## src/sv/rau_pkg.sv

```systemverilog
// ---------------------------------------------------------------------------
// rau_pkg: shared types and constants
// Transfer structs, status and operation codes, and the widths derived
// from the operand width.
// ---------------------------------------------------------------------------
package rau_pkg;

  localparam int WIDTH = 32;
  localparam int OW    = WIDTH;
  localparam int PW    = 2 * WIDTH;

  localparam logic [2:0] MODE_ADD = 3'd0;
  localparam logic [2:0] MODE_SUB = 3'd1;
  localparam logic [2:0] MODE_MUL = 3'd2;
  localparam logic [2:0] MODE_DIV = 3'd3;
  localparam logic [2:0] MODE_RED = 3'd4;

  typedef enum logic [1:0] {
    ST_OK   = 2'd0,
    ST_DIV0 = 2'd1,
    ST_OVF  = 2'd2
  } status_t;

  typedef struct packed {
    logic        [2:0]       mode;
    logic signed [WIDTH-1:0] a_num;
    logic signed [WIDTH-1:0] a_den;
    logic signed [WIDTH-1:0] b_num;
    logic        [WIDTH-2:0] b_den;
  } in_t;

  typedef struct packed {
    logic signed [WIDTH-1:0] res_num;
    logic        [WIDTH-2:0] res_den;
    status_t                 status;
  } out_t;

endpackage

```

## src/sv/rational_arithmetic_unit.sv

```systemverilog
// ---------------------------------------------------------------------------
// rational_arithmetic_unit: exact fraction arithmetic, reduced result
// One item at a time. The exact numerator and denominator are formed with
// a bit-serial multiplier (two or three products), then reduced by a binary
// gcd, whose run time is set by the operand bit patterns, and two restoring
// divisions; a zero result skips the reduction, and error items skip all of
// the arithmetic. A finished result waits in the output register while the
// next item is taken.
// ---------------------------------------------------------------------------
module rational_arithmetic_unit import rau_pkg::*; (
  input  logic clk,
  input  logic rst_n,
  input  logic in_valid,
  output logic in_stall,
  input  in_t  in_data,
  output logic out_valid,
  input  logic out_stall,
  output out_t out_data
);

  typedef enum logic [3:0] {
    S_IDLE, S_MSTART, S_MWAIT, S_COMB, S_GCD, S_DN0, S_DN, S_DD0, S_DD, S_CHK, S_FIN
  } state_t;

  localparam logic [PW-1:0] LIM = PW'(1) << (WIDTH - 1);

  state_t        state_r;
  logic [1:0]    ph_r;
  logic [OW-1:0] x_r [3];
  logic [OW-1:0] y_r [3];
  logic [PW-1:0] p_r [3];
  logic          s1_r, s2_r, two_r, sgn_r;
  logic [PW-1:0] n_r, d_r, g_r, qn_r;
  out_t          res_r;
  logic          out_valid_r;
  out_t          out_data_r;

  logic          mul_done, gcd_done, div_done;
  logic [PW-1:0] mul_prod, gcd_val, div_quo;
  logic          gcd_start, div_start;
  logic [PW-1:0] div_n;

  // capture decode
  logic [2:0]    mode_c;
  logic          sna, sda, snb, err_c;
  logic [OW-1:0] ma, mda, mb, dbx;
  logic [OW-1:0] x_c [3];
  logic [OW-1:0] y_c [3];
  logic          s1_c, s2_c, two_c;

  always_comb begin
    mode_c = (in_data.mode > MODE_RED) ? MODE_RED : in_data.mode;
    sna    = in_data.a_num[WIDTH-1];
    sda    = in_data.a_den[WIDTH-1];
    snb    = in_data.b_num[WIDTH-1];
    ma     = sna ? (~in_data.a_num + 1'b1) : in_data.a_num;
    mda    = sda ? (~in_data.a_den + 1'b1) : in_data.a_den;
    mb     = snb ? (~in_data.b_num + 1'b1) : in_data.b_num;
    dbx    = {1'b0, in_data.b_den};
    err_c  = (in_data.a_den == '0) ||
             ((mode_c != MODE_RED) && (in_data.b_den == '0)) ||
             ((mode_c == MODE_DIV) && (in_data.b_num == '0));
    x_c[0] = ma;
    y_c[0] = dbx;
    x_c[1] = mb;
    y_c[1] = mda;
    x_c[2] = mda;
    y_c[2] = dbx;
    s1_c   = sna ^ sda;
    s2_c   = snb ^ (mode_c == MODE_SUB);
    two_c  = 1'b0;
    case (mode_c)
      MODE_ADD, MODE_SUB: two_c = 1'b1;
      MODE_MUL: begin
        y_c[0] = mb;
        s1_c   = sna ^ sda ^ snb;
      end
      MODE_DIV: begin
        y_c[2] = mb;
        s1_c   = sna ^ sda ^ snb;
      end
      default: begin
        y_c[0] = OW'(1);
        y_c[2] = OW'(1);
      end
    endcase
  end

  // numerator combine
  logic [PW-1:0] nmag_c;
  logic          nsgn_c;

  always_comb begin
    nmag_c = p_r[0];
    nsgn_c = s1_r;
    if (two_r) begin
      if (s1_r == s2_r) begin
        nmag_c = p_r[0] + p_r[1];
      end else if (p_r[0] >= p_r[1]) begin
        nmag_c = p_r[0] - p_r[1];
      end else begin
        nmag_c = p_r[1] - p_r[0];
        nsgn_c = s2_r;
      end
    end
  end

  assign gcd_start = (state_r == S_COMB) && (nmag_c != '0);
  assign div_start = (state_r == S_DN0) || (state_r == S_DD0);
  assign div_n     = (state_r == S_DN0) ? n_r : d_r;

  rau_mul u_mul (
    .clk   (clk),
    .rst_n (rst_n),
    .start (state_r == S_MSTART),
    .op_a  (x_r[ph_r]),
    .op_b  (y_r[ph_r]),
    .done  (mul_done),
    .prod  (mul_prod)
  );

  rau_gcd u_gcd (
    .clk   (clk),
    .rst_n (rst_n),
    .start (gcd_start),
    .op_x  (nmag_c),
    .op_y  (p_r[2]),
    .done  (gcd_done),
    .gcd   (gcd_val)
  );

  rau_div u_div (
    .clk   (clk),
    .rst_n (rst_n),
    .start (div_start),
    .op_n  (div_n),
    .op_d  (g_r),
    .done  (div_done),
    .quo   (div_quo)
  );

  logic over_c;
  assign over_c = (sgn_r ? (qn_r > LIM) : (qn_r > LIM - 1'b1)) || (d_r > LIM - 1'b1);

  always_ff @(posedge clk) begin
    if (!rst_n) begin
      state_r     <= S_IDLE;
      out_valid_r <= 1'b0;
      ph_r        <= '0;
    end else begin
      if (out_valid_r && !out_stall && (state_r != S_FIN)) begin
        out_valid_r <= 1'b0;
      end
      case (state_r)
        S_IDLE: begin
          if (in_valid) begin
            res_r.res_num <= '0;
            res_r.res_den <= (WIDTH-1)'(1);
            res_r.status  <= err_c ? ST_DIV0 : ST_OK;
            ph_r          <= '0;
            for (int i = 0; i < 3; i++) begin
              x_r[i] <= x_c[i];
              y_r[i] <= y_c[i];
            end
            s1_r  <= s1_c;
            s2_r  <= s2_c;
            two_r <= two_c;
            if (err_c) begin
              state_r <= S_FIN;
            end else begin
              state_r <= S_MSTART;
            end
          end
        end
        S_MSTART: state_r <= S_MWAIT;
        S_MWAIT: begin
          if (mul_done) begin
            p_r[ph_r] <= mul_prod;
            if (ph_r == 2'd2) begin
              state_r <= S_COMB;
            end else begin
              state_r <= S_MSTART;
              if (ph_r == 2'd0 && !two_r) begin
                ph_r <= 2'd2;
              end else begin
                ph_r <= ph_r + 1'b1;
              end
            end
          end
        end
        S_COMB: begin
          n_r   <= nmag_c;
          sgn_r <= nsgn_c;
          d_r   <= p_r[2];
          state_r <= (nmag_c == '0) ? S_FIN : S_GCD;
        end
        S_GCD: begin
          if (gcd_done) begin
            g_r     <= gcd_val;
            state_r <= S_DN0;
          end
        end
        S_DN0: state_r <= S_DN;
        S_DN: begin
          if (div_done) begin
            qn_r    <= div_quo;
            state_r <= S_DD0;
          end
        end
        S_DD0: state_r <= S_DD;
        S_DD: begin
          if (div_done) begin
            d_r     <= div_quo;
            state_r <= S_CHK;
          end
        end
        S_CHK: begin
          if (over_c) begin
            res_r.status <= ST_OVF;
          end else begin
            res_r.res_num <= sgn_r ? (~qn_r[WIDTH-1:0] + 1'b1) : qn_r[WIDTH-1:0];
            res_r.res_den <= d_r[WIDTH-2:0];
          end
          state_r <= S_FIN;
        end
        S_FIN: begin
          if (!out_valid_r || !out_stall) begin
            out_valid_r <= 1'b1;
            out_data_r  <= res_r;
            state_r     <= S_IDLE;
          end
        end
        default: state_r <= S_IDLE;
      endcase
    end
  end

  assign in_stall  = (state_r != S_IDLE);
  assign out_valid = out_valid_r;
  assign out_data  = out_data_r;

endmodule

```

## src/sv/rau_mul.sv

```systemverilog
// ---------------------------------------------------------------------------
// rau_mul: bit-serial multiplier
// Shift-add over one multiplier bit per cycle.
// ---------------------------------------------------------------------------
module rau_mul import rau_pkg::*; (
  input  logic          clk,
  input  logic          rst_n,
  input  logic          start,
  input  logic [OW-1:0] op_a,
  input  logic [OW-1:0] op_b,
  output logic          done,
  output logic [PW-1:0] prod
);

  localparam int CW = $clog2(OW) + 1;

  logic [PW-1:0] acc_r;
  logic [PW-1:0] sh_r;
  logic [OW-1:0] mb_r;
  logic [CW-1:0] cnt_r;
  logic          busy_r;
  logic          done_r;

  always_ff @(posedge clk) begin
    if (!rst_n) begin
      busy_r <= 1'b0;
      done_r <= 1'b0;
    end else begin
      done_r <= 1'b0;
      if (start) begin
        busy_r <= 1'b1;
        acc_r  <= '0;
        sh_r   <= PW'(op_a);
        mb_r   <= op_b;
        cnt_r  <= '0;
      end else if (busy_r) begin
        if (mb_r[0]) begin
          acc_r <= acc_r + sh_r;
        end
        sh_r  <= sh_r << 1;
        mb_r  <= mb_r >> 1;
        cnt_r <= cnt_r + 1'b1;
        if (cnt_r == CW'(OW - 1)) begin
          busy_r <= 1'b0;
          done_r <= 1'b1;
        end
      end
    end
  end

  assign done = done_r;
  assign prod = acc_r;

endmodule

```

## src/sv/rau_gcd.sv

```systemverilog
// ---------------------------------------------------------------------------
// rau_gcd: binary gcd unit
// Strips common factors of two, runs subtract-and-halve steps one per
// cycle, then shifts the common power of two back in. Inputs nonzero.
// ---------------------------------------------------------------------------
module rau_gcd import rau_pkg::*; (
  input  logic          clk,
  input  logic          rst_n,
  input  logic          start,
  input  logic [PW-1:0] op_x,
  input  logic [PW-1:0] op_y,
  output logic          done,
  output logic [PW-1:0] gcd
);

  localparam int KW = $clog2(PW) + 1;

  typedef enum logic [1:0] {G_IDLE, G_TWO, G_LOOP, G_SHL} gstate_t;

  gstate_t       state_r;
  logic [PW-1:0] a_r;
  logic [PW-1:0] b_r;
  logic [KW-1:0] k_r;
  logic          done_r;

  always_ff @(posedge clk) begin
    if (!rst_n) begin
      state_r <= G_IDLE;
      done_r  <= 1'b0;
    end else begin
      done_r <= 1'b0;
      case (state_r)
        G_IDLE: begin
          if (start) begin
            a_r     <= op_x;
            b_r     <= op_y;
            k_r     <= '0;
            state_r <= G_TWO;
          end
        end
        G_TWO: begin
          if (a_r[0] || b_r[0]) begin
            state_r <= G_LOOP;
          end else begin
            a_r <= a_r >> 1;
            b_r <= b_r >> 1;
            k_r <= k_r + 1'b1;
          end
        end
        G_LOOP: begin
          if (a_r == b_r) begin
            state_r <= G_SHL;
          end else if (!a_r[0]) begin
            a_r <= a_r >> 1;
          end else if (!b_r[0]) begin
            b_r <= b_r >> 1;
          end else if (a_r > b_r) begin
            a_r <= a_r - b_r;
          end else begin
            b_r <= b_r - a_r;
          end
        end
        G_SHL: begin
          if (k_r == '0) begin
            done_r  <= 1'b1;
            state_r <= G_IDLE;
          end else begin
            a_r <= a_r << 1;
            k_r <= k_r - 1'b1;
          end
        end
        default: state_r <= G_IDLE;
      endcase
    end
  end

  assign done = done_r;
  assign gcd  = a_r;

endmodule

```

## src/sv/rau_div.sv

```systemverilog
// ---------------------------------------------------------------------------
// rau_div: restoring divider
// One quotient bit per cycle.
// ---------------------------------------------------------------------------
module rau_div import rau_pkg::*; (
  input  logic          clk,
  input  logic          rst_n,
  input  logic          start,
  input  logic [PW-1:0] op_n,
  input  logic [PW-1:0] op_d,
  output logic          done,
  output logic [PW-1:0] quo
);

  localparam int CW = $clog2(PW) + 1;

  logic [PW:0]   rem_r;
  logic [PW-1:0] q_r;
  logic [PW-1:0] d_r;
  logic [CW-1:0] cnt_r;
  logic          busy_r;
  logic          done_r;
  logic [PW:0]   trial;

  assign trial = {rem_r[PW-1:0], q_r[PW-1]};

  always_ff @(posedge clk) begin
    if (!rst_n) begin
      busy_r <= 1'b0;
      done_r <= 1'b0;
    end else begin
      done_r <= 1'b0;
      if (start) begin
        busy_r <= 1'b1;
        rem_r  <= '0;
        q_r    <= op_n;
        d_r    <= op_d;
        cnt_r  <= '0;
      end else if (busy_r) begin
        if (trial >= {1'b0, d_r}) begin
          rem_r <= trial - {1'b0, d_r};
          q_r   <= {q_r[PW-2:0], 1'b1};
        end else begin
          rem_r <= trial;
          q_r   <= {q_r[PW-2:0], 1'b0};
        end
        cnt_r <= cnt_r + 1'b1;
        if (cnt_r == CW'(PW - 1)) begin
          busy_r <= 1'b0;
          done_r <= 1'b1;
        end
      end
    end
  end

  assign done = done_r;
  assign quo  = q_r;

endmodule

```

## config.mk

```make
export PLATFORM = sky130hd
export DESIGN_NAME = rational_arithmetic_unit
export DESIGN_NICKNAME = d
export VERILOG_FILES = /design/src/sv/rau_pkg.sv /design/src/sv/rational_arithmetic_unit.sv /design/src/sv/rau_mul.sv /design/src/sv/rau_gcd.sv /design/src/sv/rau_div.sv
export SDC_FILE = /design/constraint.sdc
export NUM_CORES = 2
export LEC_CHECK = 0
export BUFFER_PORTS_ARGS = -buffer_cell sky130_fd_sc_hd__buf_4
export CAP_MARGIN = 20
export CORE_UTILIZATION = 23
export CTS_BUF_LIST = sky130_fd_sc_hd__clkbuf_4 sky130_fd_sc_hd__clkbuf_8
export CTS_CLUSTER_DIAMETER = 40
export DETAILED_ROUTE_END_ITERATION = 6
export PLACE_DENSITY_LB_ADDON = 0.2
export SYNTH_ARGS = -nofsm -noshare
export SYNTH_HDL_FRONTEND = slang
export SYNTH_SLANG_ARGS = --single-unit
```

## constraint.sdc

```tcl
create_clock -name clk -period 17.25 [get_ports clk]
set_input_delay 3.45 -clock clk [delete_from_list [all_inputs] [get_ports clk]]
set_output_delay 3.45 -clock clk [all_outputs]
set_load 0.03 [all_outputs]
```

Word level (Yosys, flattened, before mapping)
Memory sizes are Yosys's and may differ from the RTL's. A register that Yosys moved wholly into a read port is not among the register bits.
Index checks and enable logic that the tools add are counted.
{"block": "word_totals", "register_bits": 904, "latch_bits": 0, "mem_bits_rw": 384, "rom_bits": 0, "out_inout_bits": 67, "memories": 3}
{"block": "classes", "add_sub_neg": 16, "multipliers": 0, "div_mod_pow": 0, "n_lt_le_gt_ge": 7, "n_eq_ne": 43, "n_shift": 0, "n_mux": 100, "bitwise_logic": 10, "reduce_logical": 61}
{"name": "p_r", "words": 3, "width": 64, "read_ports": 3, "rd_clocked_by_memory_dff": 0, "wr": 1, "line": "rational_arithmetic_unit.sv:31", "rtl": "logic [PW-1:0] p_r [3];"}
{"name": "x_r", "words": 3, "width": 32, "read_ports": 1, "rd_clocked_by_memory_dff": 1, "wr": 3, "line": "rational_arithmetic_unit.sv:29", "rtl": "logic [OW-1:0] x_r [3];"}
{"name": "y_r", "words": 3, "width": 32, "read_ports": 1, "rd_clocked_by_memory_dff": 1, "wr": 3, "line": "rational_arithmetic_unit.sv:30", "rtl": "logic [OW-1:0] y_r [3];"}
{"cell": "$mux W64", "n": 25}
{"cell": "$sub A64 B64 Y64", "n": 5}
{"cell": "$pmux W64 S4", "n": 1}
{"cell": "$mux W32", "n": 7}
{"cell": "$pmux W64 S3", "n": 1}
{"cell": "$pmux W65 S2", "n": 1}
{"cell": "$add A32 B1 Y32 const B", "n": 4}
{"cell": "$add A64 B64 Y64", "n": 2}
{"cell": "$gt A64 B31 Y1 const B", "n": 2}
{"cell": "$not A32 Y32", "n": 4}
{"cell": "$pmux W32 S2", "n": 2}
{"cell": "$pmux W64 S2", "n": 1}
{"cell": "$ge A65 B64 Y1", "n": 1}
{"cell": "$mux W65", "n": 1}
{"cell": "$eq A64 B64 Y1", "n": 1}
{"cell": "$ge A64 B64 Y1", "n": 1}
{"cell": "$gt A64 B32 Y1 const B", "n": 1}
{"cell": "$gt A64 B64 Y1", "n": 1}
{"cell": "$logic_not A32 Y1", "n": 2}
{"cell": "$logic_not A64 Y1", "n": 1}
{"cell": "$reduce_bool A64 Y1", "n": 1}
{"cell": "$mux W63", "n": 1}
{"cell": "$pmux W4 S11", "n": 1}
{"cell": "$mux W4", "n": 8}
{"cell": "49 further kinds", "n": 162}

Longest topological paths before layout
{"block": "logic_depth", "ltp_word": 9, "ltp_mapped": 22}

Modules after synthesis
Synthesis repeated with hierarchy kept, for this count alone.
{"block": "unflattened", "cells_unflattened": 7947, "area_unflattened_um2": 80728.7}
{"mod": "rational_arithmetic_unit", "n_inst": 1, "cells_per_inst": 3931, "area_each_um2": 42726.0}
{"mod": "rau_gcd", "n_inst": 1, "cells_per_inst": 1889, "area_each_um2": 15282.2}
{"mod": "rau_div", "n_inst": 1, "cells_per_inst": 1153, "area_each_um2": 12279.3}
{"mod": "rau_mul", "n_inst": 1, "cells_per_inst": 974, "area_each_um2": 10441.3}

Worst setup path before layout
Ideal clock, no wire load.
{"block": "synth_path", "path_kind": "register to register", "from": "mem p_r[0][38] in the netlist's numbering", "to": "reg u_gcd.b_r[10] (enable)", "t_arrival_ns": 10.852, "required_time_ns": 16.572, "slack_ns": 5.720, "stages_incl_launch_ff": 22, "n_path_buf": 4, "synth_period_minus_slack_ns": 11.530, "path_cell_list": "edfxtp_1 ha_1 buf_4 nand4_2 or4_4 nor4_2 a21boi_2 a31oi_1 or3b_1 buf_4 buf_4 buf_2 nor3_1 a211oi_1 xnor2_1 mux2i_1 nand4_1 and4bb_1 nand4_2 or3_4 a31oi_4 a2111oi_1"}
{"element": "from (decl)", "line": "rational_arithmetic_unit.sv:31"}
{"element": "to (signal assigned)", "line": "rau_gcd.sv:36", "rtl": "b_r <= op_y;"}
{"element": "to (signal assigned)", "line": "rau_gcd.sv:46", "rtl": "b_r <= b_r >> 1;"}
{"element": "to (signal assigned)", "line": "rau_gcd.sv:56", "rtl": "b_r <= b_r >> 1;"}
{"element": "to (decl)", "line": "rau_gcd.sv:22", "rtl": "logic [PW-1:0] b_r;"}

==> flow_metrics.tcl <==
set metrics [dict create \
    outcome "complete, no violations" \
    syn_area_um2 77920 \
    syn_to_final_growth_pct 16.48 \
    syn_nets 8279 \
    drc 0 \
    required_ns 17.78 \
    drv_slew 0 \
    clock.fmax_mhz 110.5 \
    die_y_um 584.1 \
    grt_remaining_overflow 0 \
    syn_area_per_cell_um2 10.16 \
    total_leakage_power_uw 0.03392 \
    grt_setup_unrepaired "no" \
    worstPathMaxFanout 63 \
    hp-start "g_r[6]$_DFFE_PP_" \
    root_buffer "clkbuf_8" \
    final_cell_mix "edfxtp_1 (1242), a21oi_1 (708), nor2_1 (669), nand2_1 (535), inv_1 (531)" \
    final_area_um2 90760 \
    setup_viol 0 \
    synth-seq-cells 1258 \
    dr_total_vias 61660 \
    fp.dieW_um 584.1 \
    grt_start_max_net_pins 88 \
    io-pin-count 201 \
    h-tree-depth 5 \
    crit_path_start "p_r[0][37]$_DFFE_PP_" \
    cts_buffer_depth 4 \
    track_usage 0.1652 \
    crit_type "reg2reg" \
    slew_headroom 0.2099 \
    seq_area_frac_synth 0.4827 \
    drive_gt1_frac 0.1159 \
    fp-row-count 213 \
    synth_cells 7673 \
    place.gp.congestion 0.9422 \
    ys_async_sr_fraction 0 \
    synth_flop_cell "edfxtp_1" \
    dp_cells 12100 \
    nFillCells 35710 \
    vdd.ir_drop.worst_v 0.00008599 \
    vias_per_cell 4.885 \
    dp_hpwl_mm 219.8 \
    fin_setup_tns_ns 0 \
    start_kind "flip-flop" \
    first_iter_violations 5639 \
    cts_tree "yes" \
    numCtsBuffers 291 \
    synth_warnings 0 \
    grt_pass1_wl_mm 423.1 \
    clk_latency_ns 0.96 \
    r2r-start "p_r[0][37]$_DFFE_PP_" \
    cts_resized 0 \
    clock_sinks 1258 \
    final_common_cell "edfxtp_1" \
    p_per_area_nw_per_um2 113.7 \
    stdcell_count 12620 \
    hold_ws_ns 0.3975 \
    hold_class "reg2reg" \
    drt_wl_total_mm 291.5 \
    start_util 0.2313 \
    finClkSkew_ns 0.08961 \
    worstMarginPinSlew_ns 1.173 \
    clk_pin_slew_ns 0.06 \
    antenna_found_initial 18 \
    dr.pass1.iters 6 \
    arrival_ns 9.58 \
    ys_types 99 \
    cts_hold_buf 0 \
    end_kind "flip-flop" \
    synth_edf_count 1242 \
    grt_pass1_vias 61750 \
    cts_setup_buffers 0 \
    fin_crit_ns 9.049 \
    drv_cap 0 \
    post-route-period-util 0.5246 \
    nets 8487 \
    utilization 0.2694 \
    place_area_um2 84540 \
    ant_nets 0 \
    wl_per_cell_um 23.10 \
    numPortBuffers 200 \
    core-area_um2 336900 \
    hold_violations 0 \
    fp.dieArea_um2 341100 \
]
## worst max-delay path, cell delays in order (launching register included)
cell and delay, ns:
edfxtp_1 0.46, ha_1 0.69, nand4_2 0.26, or4_4 0.63, nor4_2 0.58, a21boi_2 0.25
a31oi_1 0.13, or3b_2 0.62, buf_4 0.60, a221oi_1 0.23, a21o_1 0.20, a311o_1 0.48
or4_1 0.53, nor4_1 0.87, and4bb_1 0.47, nand4_2 0.22, or3_4 0.47, a31oi_4 0.28
a2111oi_2 0.09, buf_4 0.46
## logic make-up (layout without fill, tap and decap cells)
logic type,after synthesis,after routing,synth area share
XOR/XNOR,415,415,0.04665
adder cells (fa/ha/maj),472,472,0.07656
flip-flops,1258,1258,0.4827
other,0,6,0
multiplexers,315,315,0.04165
AO/OA/AOI/OAI,2214,2214,0.1800
buffers and inverters,912,1339,0.04470
AND/OR/NAND/NOR,2087,2087,0.1277
## synth_stat cells, types with 44 or more instances
master / instances / share of area
edfxtp_1: 1242 / 0.48
a21oi_1: 712 / 0.046
nor2_1: 678 / 0.033
nand2_1: 538 / 0.026
inv_1: 531 / 0.026
o21ai_0: 512 / 0.033
ha_1: 464 / 0.075
clkbuf_1: 310 / 0.015
xnor2_1: 270 / 0.030
mux2i_1: 244 / 0.031
a21o_1: 207 / 0.020
xor2_1: 145 / 0.016
nor3_1: 124 / 0.0080
nand3_1: 115 / 0.0074
and2_1: 107 / 0.0086
o21bai_1: 92 / 0.0089
nand4_1: 84 / 0.0067
nor4_1: 75 / 0.0060
nor2b_1: 74 / 0.0059
o31ai_1: 74 / 0.0071
mux2_2: 69 / 0.010
nand2b_1: 68 / 0.0055
a22oi_1: 66 / 0.0064
a221oi_1: 59 / 0.0066
a211oi_1: 50 / 0.0048
o21a_1: 48 / 0.0046
a31oi_1: 44 / 0.0035
## routing by layer
| layer | vias up | share of wire | track usage |
|---|---|---|---|
| li1 | 28730 | - | - |
| met1 | 30420 | 0.47 | 0.2327 |
| met2 | 2060 | 0.44 | 0.2588 |
| met3 | 449 | 0.056 | 0.02298 |
| met4 | 2 | 0.032 | 0.05404 |
| met5 | - | 0.000045 | 0 |
## sequential cells by signal, indices dropped and copies added, names as in the netlist, 65 cells and up, named ones only
register / flops
res_r: 65
y_r: 96
out_data: 65
p_r: 192
## final cells by class
class                   instances  area, um^2  area share
flip-flops and latches       1258       37630      0.4146
multi-input cells            5503       37050      0.4082
well taps                    4515        5649     0.06224
clock buffers                 358        4552     0.05015
repair buffers                291        2197     0.02421
inverters                     536        2012     0.02217
clock inverters               154        1658     0.01827
diodes                          6       15.01   0.0001654
## per-stage QoR
step | total power (uW) | setup slack, ns
finish | 10320 | 8.201
detailed placement | 6601 | 8.229
global placement | 6611 | 8.365
global route | 10830 | 8.099
CTS | 10420 | 8.236
floorplan | 5688 | 5.720
## worst paths after layout
check / endpoint / slack (ns) / cells after the start
setup reg to reg: u_gcd.b_r[21]$_DFFE_PP_ / 8.20 / 19
hold / removal: u_div.d_r[6]$_DFFE_PP_ / 0.40 / 0
hold reg to reg: u_div.d_r[6]$_DFFE_PP_ / 0.40 / 0
setup / recovery: u_gcd.b_r[21]$_DFFE_PP_ / 8.20 / 19
## power by group
group          switching [uW]  leakage (uW)  total, uW  internal [uW]
clock                    1510       0.00316       3740           2230
sequential                212        0.0115       3910           3700
combinational            1740        0.0193       2670            930
Note: power is estimated with default switching activity, not from simulation.
